$ cat config.mk
export PLATFORM = sky130hd
export DESIGN_NAME = connection_slot_table
export DESIGN_NICKNAME = d
export VERILOG_FILES = /design/src/sv/cst_pkg.sv /design/src/sv/cst_slot_store.sv /design/src/sv/cst_seq.sv /design/src/sv/connection_slot_table.sv
export SDC_FILE = /design/constraint.sdc
export NUM_CORES = 1
export LEC_CHECK = 0
export ABC_AREA = 1
export CORE_MARGIN = 2
export CORE_UTILIZATION = 50
export CTS_BUF_LIST = sky130_fd_sc_hd__clkbuf_4
export CTS_CLUSTER_SIZE = 30
export DETAILED_ROUTE_END_ITERATION = 7
export DONT_BUFFER_PORTS = 1
export PLACE_DENSITY = 0.68
export RECOVER_POWER = 100
export SKIP_CTS_REPAIR_TIMING = 1
export SYNTH_ARGS = -nofsm -noshare
export SYNTH_HDL_FRONTEND = slang
export SYNTH_SLANG_ARGS = --single-unit
$ cat constraint.sdc
create_clock -name clk -period 4.9 [get_ports clk]
set_clock_uncertainty 0.15 [all_clocks]
set_input_delay 0.245 -clock clk [delete_from_list [all_inputs] [get_ports clk]]
set_output_delay 0.245 -clock clk [all_outputs]
set_load 0.01 [all_outputs]
$ cat src/sv/cst_pkg.sv
// shared types and constants for the connection slot table
package cst_pkg;

	localparam logic [15:0] EMPTY_IDENT = 16'hffff;

	typedef enum logic [2:0] {
		ACT_FIND_OR_CREATE = 3'd0,
		ACT_SET_ADDRESS    = 3'd1,
		ACT_START          = 3'd2,
		ACT_UPDATE         = 3'd3,
		ACT_STOP           = 3'd4,
		ACT_FIND_ID        = 3'd5,
		ACT_FIND_ADDRESS   = 3'd6,
		ACT_MARK_CACHED    = 3'd7
	} cst_action_t;

	typedef enum logic [1:0] {
		CFG_TARGET      = 2'd0,
		CFG_EARLY_LIMIT = 2'd1,
		CFG_PEER_REASON = 2'd2
	} cst_cfg_index_t;

	typedef enum logic [1:0] {
		ST_IDLE,
		ST_SCAN,
		ST_EXEC
	} cst_state_t;

	typedef struct packed {
		logic [7:0]  target;
		logic [15:0] early_limit;
		logic [7:0]  peer_reason;
	} cst_cfg_t;

	typedef struct packed {
		logic        alloc;
		logic        set_addr;
		logic        set_start;
		logic        set_update;
		logic        set_cached;
		logic        free;
		logic [15:0] ident;
		logic [47:0] addr;
		logic [31:0] now;
	} cst_wr_t;

	typedef struct packed {
		logic [15:0] ident;
		logic [47:0] addr;
		logic [31:0] hs_time;
		logic [31:0] start_time;
		logic [31:0] update_time;
		logic        cached;
	} cst_entry_t;

endpackage

$ cat src/sv/cst_slot_store.sv
// slot register file with one read port and one write port
module cst_slot_store #(
	parameter int SLOTS = 4
) (
	input  logic                                clk,
	input  logic                                arst_n,
	input  logic [((SLOTS > 1) ? $clog2(SLOTS) : 1)-1:0] idx,
	input  cst_pkg::cst_wr_t                    wr,
	output cst_pkg::cst_entry_t                 rd
);

	logic [15:0] ident_q       [SLOTS];
	logic [47:0] addr_q        [SLOTS];
	logic [31:0] hs_time_q     [SLOTS];
	logic [31:0] start_time_q  [SLOTS];
	logic [31:0] update_time_q [SLOTS];
	logic        cached_q      [SLOTS];

	always_ff @(posedge clk or negedge arst_n) begin
		if (!arst_n) begin
			for (int i = 0; i < SLOTS; i++) begin
				ident_q[i] <= cst_pkg::EMPTY_IDENT;
			end
		end else if (wr.alloc) begin
			ident_q[idx] <= wr.ident;
		end else if (wr.free) begin
			ident_q[idx] <= cst_pkg::EMPTY_IDENT;
		end
	end

	// payload of a slot is rewritten on allocation, else single fields are set by the update commands
	always_ff @(posedge clk) begin
		if (wr.alloc) begin
			addr_q[idx]        <= wr.set_addr ? wr.addr : 48'd0;
			hs_time_q[idx]     <= wr.now;
			start_time_q[idx]  <= 32'd0;
			update_time_q[idx] <= 32'd0;
			cached_q[idx]      <= 1'b0;
		end else begin
			if (wr.set_addr) begin
				addr_q[idx] <= wr.addr;
			end
			if (wr.set_start) begin
				start_time_q[idx] <= wr.now;
			end
			if (wr.set_update) begin
				update_time_q[idx] <= wr.now;
			end
			if (wr.set_cached) begin
				cached_q[idx] <= 1'b1;
			end
		end
	end

	always_comb begin
		rd.ident       = ident_q[idx];
		rd.addr        = addr_q[idx];
		rd.hs_time     = hs_time_q[idx];
		rd.start_time  = start_time_q[idx];
		rd.update_time = update_time_q[idx];
		rd.cached      = cached_q[idx];
	end

endmodule

$ cat src/sv/cst_seq.sv
// event sequencer: slot scan with one shared compare unit, then update and result
module cst_seq #(
	parameter int SLOTS = 4
) (
	input  logic                                clk,
	input  logic                                arst_n,
	input  logic                                start,
	input  logic [2:0]                          action,
	input  logic [15:0]                         conn_ident,
	input  logic [47:0]                         peer_address,
	input  logic [7:0]                          stop_reason,
	input  logic [31:0]                         now_ms,
	input  cst_pkg::cst_cfg_t                   cfg,
	input  cst_pkg::cst_entry_t                 rd,
	output logic [((SLOTS > 1) ? $clog2(SLOTS) : 1)-1:0] idx,
	output cst_pkg::cst_wr_t                    wr,
	output logic                                busy,
	output logic                                done,
	output logic                                found,
	output logic [3:0]                          slot_index,
	output logic [15:0]                         matched_ident,
	output logic [7:0]                          active_count,
	output logic                                stop_advertising,
	output logic                                clear_session,
	output logic [47:0]                         session_address,
	output logic [31:0]                         duration_ms
);
	localparam int IW = (SLOTS > 1) ? $clog2(SLOTS) : 1;
	localparam logic [IW-1:0] LAST = IW'(SLOTS - 1);

	cst_pkg::cst_state_t  state_q, state_next;
	cst_pkg::cst_action_t act_q;
	logic [15:0]          id_q;
	logic [47:0]          addr_q;
	logic [7:0]           reason_q;
	logic [31:0]          now_q;
	logic [IW-1:0]        ptr_q;
	logic [IW-1:0]        empty_idx_q;
	logic                 empty_seen_q;
	logic                 hit_q;
	logic                 alloc_q;
	logic [7:0]           count_q;

	logic                 done_q;
	logic                 found_q;
	logic [3:0]           slot_index_q;
	logic [15:0]          matched_ident_q;
	logic                 stop_adv_q;
	logic                 clear_q;
	logic [47:0]          session_addr_q;
	logic [31:0]          duration_q;

	logic                 is_last;
	logic                 is_empty;
	logic                 match;
	logic                 alloc_act;
	logic                 can_alloc;
	logic [IW-1:0]        alloc_idx;
	logic [31:0]          sub_b;
	logic [31:0]          diff;
	logic [7:0]           count_next;
	logic                 stop_adv_next;
	logic                 clear_next;
	logic [15:0]          ident_next;

	// next state
	always_comb begin
		state_next = state_q;
		case (state_q)
			cst_pkg::ST_IDLE: begin
				if (start) begin
					state_next = cst_pkg::ST_SCAN;
				end
			end
			cst_pkg::ST_SCAN: begin
				if (match || is_last) begin
					state_next = cst_pkg::ST_EXEC;
				end
			end
			cst_pkg::ST_EXEC: begin
				state_next = cst_pkg::ST_IDLE;
			end
			default: begin
				state_next = cst_pkg::ST_IDLE;
			end
		endcase
	end

	// compare unit, subtractor and store commands
	always_comb begin
		is_last   = (ptr_q == LAST);
		is_empty  = (rd.ident == cst_pkg::EMPTY_IDENT);
		if (act_q == cst_pkg::ACT_FIND_ADDRESS) begin
			match = !is_empty && (rd.addr == addr_q);
		end else begin
			match = (id_q != cst_pkg::EMPTY_IDENT) && (rd.ident == id_q);
		end
		alloc_act = (act_q == cst_pkg::ACT_FIND_OR_CREATE) || (act_q == cst_pkg::ACT_SET_ADDRESS);
		can_alloc = alloc_act && (id_q != cst_pkg::EMPTY_IDENT) && (empty_seen_q || is_empty);
		alloc_idx = empty_seen_q ? empty_idx_q : ptr_q;

		sub_b = (act_q == cst_pkg::ACT_STOP) ? rd.start_time : rd.hs_time;
		diff  = now_q - sub_b;

		count_next = count_q;
		if (act_q == cst_pkg::ACT_START && count_q != 8'hff) begin
			count_next = count_q + 8'd1;
		end else if (act_q == cst_pkg::ACT_STOP && count_q != 8'd0) begin
			count_next = count_q - 8'd1;
		end
		stop_adv_next = hit_q && (act_q == cst_pkg::ACT_START) && (count_next >= cfg.target);
		clear_next    = hit_q && (act_q == cst_pkg::ACT_STOP) && (diff < {16'd0, cfg.early_limit})
			&& rd.cached && (reason_q == cfg.peer_reason);
		ident_next    = alloc_q ? id_q : rd.ident;

		idx           = ptr_q;
		wr.ident      = id_q;
		wr.addr       = addr_q;
		wr.now        = now_q;
		wr.alloc      = 1'b0;
		wr.set_addr   = 1'b0;
		wr.set_start  = 1'b0;
		wr.set_update = 1'b0;
		wr.set_cached = 1'b0;
		wr.free       = 1'b0;
		if (state_q == cst_pkg::ST_EXEC) begin
			wr.alloc      = alloc_q;
			wr.set_addr   = hit_q && (act_q == cst_pkg::ACT_SET_ADDRESS);
			wr.set_start  = hit_q && (act_q == cst_pkg::ACT_START);
			wr.set_update = hit_q && (act_q == cst_pkg::ACT_UPDATE);
			wr.set_cached = hit_q && (act_q == cst_pkg::ACT_MARK_CACHED);
			wr.free       = hit_q && (act_q == cst_pkg::ACT_STOP);
		end
	end

	always_ff @(posedge clk or negedge arst_n) begin
		if (!arst_n) begin
			state_q <= cst_pkg::ST_IDLE;
		end else begin
			state_q <= state_next;
		end
	end

	always_ff @(posedge clk or negedge arst_n) begin
		if (!arst_n) begin
			ptr_q        <= '0;
			empty_idx_q  <= '0;
			empty_seen_q <= 1'b0;
			hit_q        <= 1'b0;
			alloc_q      <= 1'b0;
			count_q      <= 8'd0;
			done_q       <= 1'b0;
		end else begin
			done_q <= 1'b0;
			case (state_q)
				cst_pkg::ST_IDLE: begin
					if (start) begin
						ptr_q        <= '0;
						empty_seen_q <= 1'b0;
						hit_q        <= 1'b0;
						alloc_q      <= 1'b0;
					end
				end
				cst_pkg::ST_SCAN: begin
					if (match) begin
						hit_q <= 1'b1;
					end else if (is_last) begin
						if (can_alloc) begin
							ptr_q   <= alloc_idx;
							hit_q   <= 1'b1;
							alloc_q <= 1'b1;
						end
					end else begin
						if (is_empty && !empty_seen_q) begin
							empty_seen_q <= 1'b1;
							empty_idx_q  <= ptr_q;
						end
						ptr_q <= ptr_q + IW'(1);
					end
				end
				cst_pkg::ST_EXEC: begin
					count_q <= count_next;
					done_q  <= 1'b1;
				end
				default: begin
				end
			endcase
		end
	end

	// event beat and result payload
	always_ff @(posedge clk) begin
		if (state_q == cst_pkg::ST_IDLE && start) begin
			act_q    <= cst_pkg::cst_action_t'(action);
			id_q     <= conn_ident;
			addr_q   <= peer_address;
			reason_q <= stop_reason;
			now_q    <= now_ms;
		end
		if (state_q == cst_pkg::ST_EXEC) begin
			found_q         <= hit_q;
			slot_index_q    <= hit_q ? 4'(ptr_q) : 4'd0;
			matched_ident_q <= hit_q ? ident_next : 16'd0;
			stop_adv_q      <= stop_adv_next;
			clear_q         <= clear_next;
			session_addr_q  <= clear_next ? rd.addr : 48'd0;
			if (hit_q && (act_q == cst_pkg::ACT_START || act_q == cst_pkg::ACT_STOP)) begin
				duration_q <= diff;
			end else begin
				duration_q <= 32'd0;
			end
		end
	end

	// outputs
	always_comb begin
		busy             = (state_q != cst_pkg::ST_IDLE);
		done             = done_q;
		found            = found_q;
		slot_index       = slot_index_q;
		matched_ident    = matched_ident_q;
		active_count     = count_q;
		stop_advertising = stop_adv_q;
		clear_session    = clear_q;
		session_address  = session_addr_q;
		duration_ms      = duration_q;
	end

`ifndef SYNTH
	a_done_after_exec: assert property (@(posedge clk) disable iff (!arst_n)
		done |-> $past(state_q == cst_pkg::ST_EXEC))
		else $error("result beat without update cycle");

	a_miss_zero: assert property (@(posedge clk) disable iff (!arst_n)
		done && !found |-> slot_index == 4'd0 && matched_ident == 16'd0 && duration_ms == 32'd0)
		else $error("miss result carries slot data");

	a_flags_need_hit: assert property (@(posedge clk) disable iff (!arst_n)
		done && (stop_advertising || clear_session) |-> found)
		else $error("flag raised without a slot");

	a_alloc_exclusive: assert property (@(posedge clk) disable iff (!arst_n)
		wr.alloc |-> !wr.free && hit_q && state_q == cst_pkg::ST_EXEC)
		else $error("allocation outside update cycle or with free");
`endif

endmodule

$ cat src/sv/connection_slot_table.sv
// connection slot table top level: configuration registers, sequencer and slot store
//
// An event beat is taken on a rising edge with start high and busy low; its fields are
// action, conn_ident, peer_address, stop_reason and now_ms. The sequencer then scans
// the slots one per cycle through a single compare unit, stopping at the first match,
// and then updates the slot and the active count in its update state.
// Busy stays high through the scan (1 to SLOTS slots) and the update.
// The result beat is shown for exactly one cycle with done high, the first cycle with
// busy low; a new start can be taken in that same cycle, and none while busy is high.
// The receiver cannot stall: it must take done when shown.
// Configuration is written through cfg_write, cfg_index and cfg_data with no wait.
// The user must write it only while no event is in flight; the block does not enforce
// this. Unknown indexes are ignored.
// Reset empties all slots, zeroes the active count and loads the register defaults
// (target 1, early limit 5000 ms, peer reason 19); no clearing pass is needed.
module connection_slot_table #(
	parameter int SLOTS = 4
) (
	input  logic        clk,
	input  logic        arst_n,
	input  logic        cfg_write,
	input  logic [1:0]  cfg_index,
	input  logic [15:0] cfg_data,
	input  logic        start,
	output logic        busy,
	input  logic [2:0]  action,
	input  logic [15:0] conn_ident,
	input  logic [47:0] peer_address,
	input  logic [7:0]  stop_reason,
	input  logic [31:0] now_ms,
	output logic        done,
	output logic        found,
	output logic [3:0]  slot_index,
	output logic [15:0] matched_ident,
	output logic [7:0]  active_count,
	output logic        stop_advertising,
	output logic        clear_session,
	output logic [47:0] session_address,
	output logic [31:0] duration_ms
);
	localparam int IW = (SLOTS > 1) ? $clog2(SLOTS) : 1;

	cst_pkg::cst_cfg_t   cfg_q;
	cst_pkg::cst_wr_t    wr;
	cst_pkg::cst_entry_t rd;
	logic [IW-1:0]       idx;

	always_ff @(posedge clk or negedge arst_n) begin
		if (!arst_n) begin
			cfg_q.target      <= 8'd1;
			cfg_q.early_limit <= 16'd5000;
			cfg_q.peer_reason <= 8'd19;
		end else if (cfg_write) begin
			case (cfg_index)
				cst_pkg::CFG_TARGET:      cfg_q.target      <= cfg_data[7:0];
				cst_pkg::CFG_EARLY_LIMIT: cfg_q.early_limit <= cfg_data;
				cst_pkg::CFG_PEER_REASON: cfg_q.peer_reason <= cfg_data[7:0];
				default: begin
				end
			endcase
		end
	end

	cst_seq #(
		.SLOTS(SLOTS)
	) u_seq (
		.clk              (clk),
		.arst_n           (arst_n),
		.start            (start),
		.action           (action),
		.conn_ident       (conn_ident),
		.peer_address     (peer_address),
		.stop_reason      (stop_reason),
		.now_ms           (now_ms),
		.cfg              (cfg_q),
		.rd               (rd),
		.idx              (idx),
		.wr               (wr),
		.busy             (busy),
		.done             (done),
		.found            (found),
		.slot_index       (slot_index),
		.matched_ident    (matched_ident),
		.active_count     (active_count),
		.stop_advertising (stop_advertising),
		.clear_session    (clear_session),
		.session_address  (session_address),
		.duration_ms      (duration_ms)
	);

	cst_slot_store #(
		.SLOTS(SLOTS)
	) u_store (
		.clk    (clk),
		.arst_n (arst_n),
		.idx    (idx),
		.wr     (wr),
		.rd     (rd)
	);

endmodule

==> out/results.txt <==
The H-tree was split into 4 levels. The total number of vias was 26,200; the peak supply drop was 0.275 mV. The max-slew violation count was 181. Setup repair after global routing could not meet its margin everywhere. The buffer cell driving the clock tree root is clkbuf_4. Dividing total power by cell area gives a power density of 530 nW/um^2.

The run finished, with violations left. For this run, design rule violations remaining after detail routing come to 0. Before antenna repair, the detailed router went through 8 iterations.

Timing analysis after detailed placement gives a worst setup slack of -0.129 ns. The delay of the slowest cell on the worst path was 0.56 ns; the number of cells produced by synthesis was 3,204. The routed wire length per instance is 21.0 um, and the detailed-route vias per instance is 5.65. The first global-routing pass estimated 137,000 um of wire. For this run, the number of Yosys warnings is 0.

The top-level I/O count was 242. In this run the biggest area consumer among cell types represents 57.9% of the synthesized area. The area growth from synthesis to layout came out at 20.8%. The number of buffers and inverters on the critical path is 6.

For the pin with the worst max-slew slack, the measured transition is 3.85 ns. At the later pin of the worst-skew pair, clock insertion delay measures 1.13 ns. Summed over all cells, the static leakage comes to 0.0163 uW.

Yosys mapped a number of flops with a built-in enable equal to 660. Wire segments on met3 add up to 8500 um in the final route. The logs give 0 for the number of setup violations in the final report and 125 for the pin count of the biggest net entering global routing. The overall die height is 266 um.

Type of element launching the critical path: a flop. For the number of antenna violations at the first check in global routing, the log shows 5. The worst setup path is captured at a flop. Final critical-path required period: 4.79 ns. The final reports fail on max-capacitance violations, max-slew violations. Final number of hold-violating endpoints: 0.

The clock net in this run drives a total of 774 sinks. The setup slack of the worst register-to-register path was 0.11 ns. For this design, the slowest cell found on the critical path is dfrtp_4.

The top cell type by total area after synthesis was edfxtp_1. The total area inside the core boundary comes to 67,400 um^2. Measured in cells, the most critical reg-to-reg path has a length of 28. The net count of the finished layout is 3,802. The synthesized area divided by synthesized cell count was 10.7 um^2. Synthesis instantiated 43 different standard cells from the library. The number of buffers created by CTS was 194; the routed length on met2 was 46,700 um.

The tools report the via count of the first global-routing pass as 24,400. edfxtp_1 is the most common cell in the netlist. The maximum clock frequency is 209 MHz, and the number of buffer cells added on primary ports is 0.

The slack of the critical path was 0.110 ns; the final worst-path cycle share was 97.8%. Measured against its own limit, the worst slew margin works out to -156%. The mapped netlist covers 34,200 um^2.

The post-route setup TNS is 0 ns. The overall routed net length came out at 97,600 um. The share of synthesized flip-flops with an asynchronous set or reset works out to 14.7%. The logs give 2,683 for the iteration-0 DRC count of the detailed router and 61.3% for the fraction of the core area covered by cells at the end of the flow. The logs give 66.6% for the proportion of synthesized chip area in sequential cells and 3 for the max-cap violation count.

STA puts the critical path data arrival time at 5.54 ns. The maximum clock path buffer count is 3, and the largest fanout of any net on the critical path is 12. The startpoint identified for the worst register-to-register timing path is u_seq.idx[0]$_DFFE_PN0P_.

For hold timing, the worst endpoint is cfg_q[10]$_DFFE_PN0P_. The worst hold path belongs to the class in -> reg. Worst min-delay path startpoint: cfg_index[1]. The gate family responsible for the most delay along the worst path is simple AND/OR/NAND/NOR gates. Sorting the synthesized cells by area gives the leading types as edfxtp_1 58%, nand2_1 7.1%, dfstp_2 5.6%. The remaining number of nets flagged by the antenna check after routing is 0.

On the final layout, the worst hold slack is 0.0247 ns. The number of rows created at floorplan is 95, and the leftover overflow at the end of global routing is 0. The overall fraction of global-route tracks in use was 25.5%; the half-perimeter wire length of the detailed placement result was 57,200 um.

The floorplan step defined a die boundary enclosing 70,500 um^2. Capturing point of the worst reg2reg path: u_seq.session_address[21]$_SDFFCE_PN0P_. For the worst setup path, the data required time is 5.65 ns.

The most used flip-flop cell after synthesis is edfxtp_1. The congestion estimate from routability-driven global placement came to 0.908. The starting density of the core was 50.7%; the flip-flop and latch count after synthesis was 774. For the sum of routed wire segments on met1, the log shows 39,400 um. The startpoint-to-endpoint class of the critical path is reg -> reg. After clock tree synthesis, the clock-pin slew on the worst setup and hold paths is 0.07 ns. TritonCTS built the clock tree.

The floorplan step set the die width to 266 um. In the synthesized netlist, the cells that appear most often are 660 x edfxtp_1, 647 x nand2_1, 389 x nor2_1, 271 x a21oi_1, 258 x o21ai_0. In this run the top signal layer used is met5. The fraction of layout instances using a drive strength above 1 is 15.2%. Along the worst hold path, the cell count comes to 4.
[cell families after synthesis]
logic type / share of synthesized area, %
XOR/XNOR: 0.896
multiplexers: 0.0293
adder cells (fa/ha/maj): 2.29
other: 0.0110
AO/OA/AOI/OAI: 9.78
buffers and inverters: 4.50
AND/OR/NAND/NOR: 15.9
flip-flops: 66.6
[routing by layer]
metal | vias to the layer above | track usage (%)
li1 | 12100 | -
met5 | - | 0
met3 | 211 | 6.17
met4 | 4 | 9.91
met2 | 1340 | 41.0
met1 | 12600 | 33.4
[registers in the layout, summed over array words and instances (netlist names), 3 cells and up]
register / cells
cfg_q: 32
u_seq.act_q: 3
u_seq.active_count: 8
u_seq.addr_q: 48
u_seq.duration_ms: 32
u_seq.id_q: 16
u_seq.matched_ident: 16
u_seq.now_q: 32
u_seq.reason_q: 8
u_seq.session_address: 48
u_store.addr_q: 192
u_store.cached_q: 4
u_store.hs_time_q: 128
u_store.ident_q: 64
u_store.start_time_q: 128
[layout by cell type (no fill, tap or decap), drive strengths merged]
cell	Yosys	routed
a21boi	4	4
o21bai	1	1
o211ai	4	4
dlygate4sd3	0	264
a21o	4	4
nor4	5	5
xnor2	5	5
o22ai	35	35
nor3	64	64
o221ai	30	30
a221oi	2	2
or2	3	3
a211oi	1	1
buf	63	108
nand3	196	196
ha	61	61
nand3b	6	6
xor2	30	30
conb	1	2
fa	1	1
o211a	1	1
clkinvlp	0	1
inv	206	215
clkbuf	110	288
dfrtp	41	41
o21ai	263	263
diode	0	6
a31oi	3	3
o21a	2	2
nand2	647	647
nand4	17	17
mux2i	1	1
clkinv	1	58
nor2	389	389
edfxtp	660	660
a21oi	271	271
a22oi	3	3
dfstp	73	73
[through the flow]
step | cells | total power [uW] | instance area (um^2)
final | 4638 | 21900 | 41300
after global routing | 4638 | 23100 | 41300
after CTS | 4345 | 21100 | 38000
after detailed placement | 4001 | 15700 | 35500
after global placement | 4001 | 15500 | 35500
after floorplan | 3205 | 13200 | 34200
[layout make-up]
type,instances,area (um^2)
timing repair buffer,383,3910
sequential,774,22800
tap,873,1090
multi-input combinational,2051,10200
fill,5328,26100
antenna,6,15.0
inverter,207,793
clock inverter,67,414
clock buffer,277,2080
[power breakdown]
part / switching (uW) / internal [uW] / total (uW)
Clock: 2780 / 2680 / 5450
Sequential: 657 / 8150 / 8810
Combinational: 5050 / 2580 / 7630
[worst min-delay path: cells and delay by family]
family / cells / cell delay [ns]
compound gates: 1 / 0.06
buf+inv: 1 / 0.04
simple gates: 2 / 0.85
[worst max-delay path by stage]
stage,start,end,cells past startpoint
after floorplan,u_seq.idx[0]$_DFFE_PN0P_,u_seq.session_address[28]$_SDFFCE_PN0P_,28
after global placement,u_seq.idx[1]$_DFFE_PN0P_,u_seq.session_address[6]$_SDFFCE_PN0P_,25
after detailed placement,u_seq.idx[0]$_DFFE_PN0P_,u_seq.session_address[45]$_SDFFCE_PN0P_,26
after CTS,u_seq.idx[0]$_DFFE_PN0P_,u_seq.session_address[8]$_SDFFCE_PN0P_,26
after global routing,u_seq.idx[0]$_DFFE_PN0P_,u_seq.session_address[21]$_SDFFCE_PN0P_,26
final,u_seq.idx[0]$_DFFE_PN0P_,u_seq.session_address[21]$_SDFFCE_PN0P_,28
No activity file was read; power rests on OpenSTA's default activity.
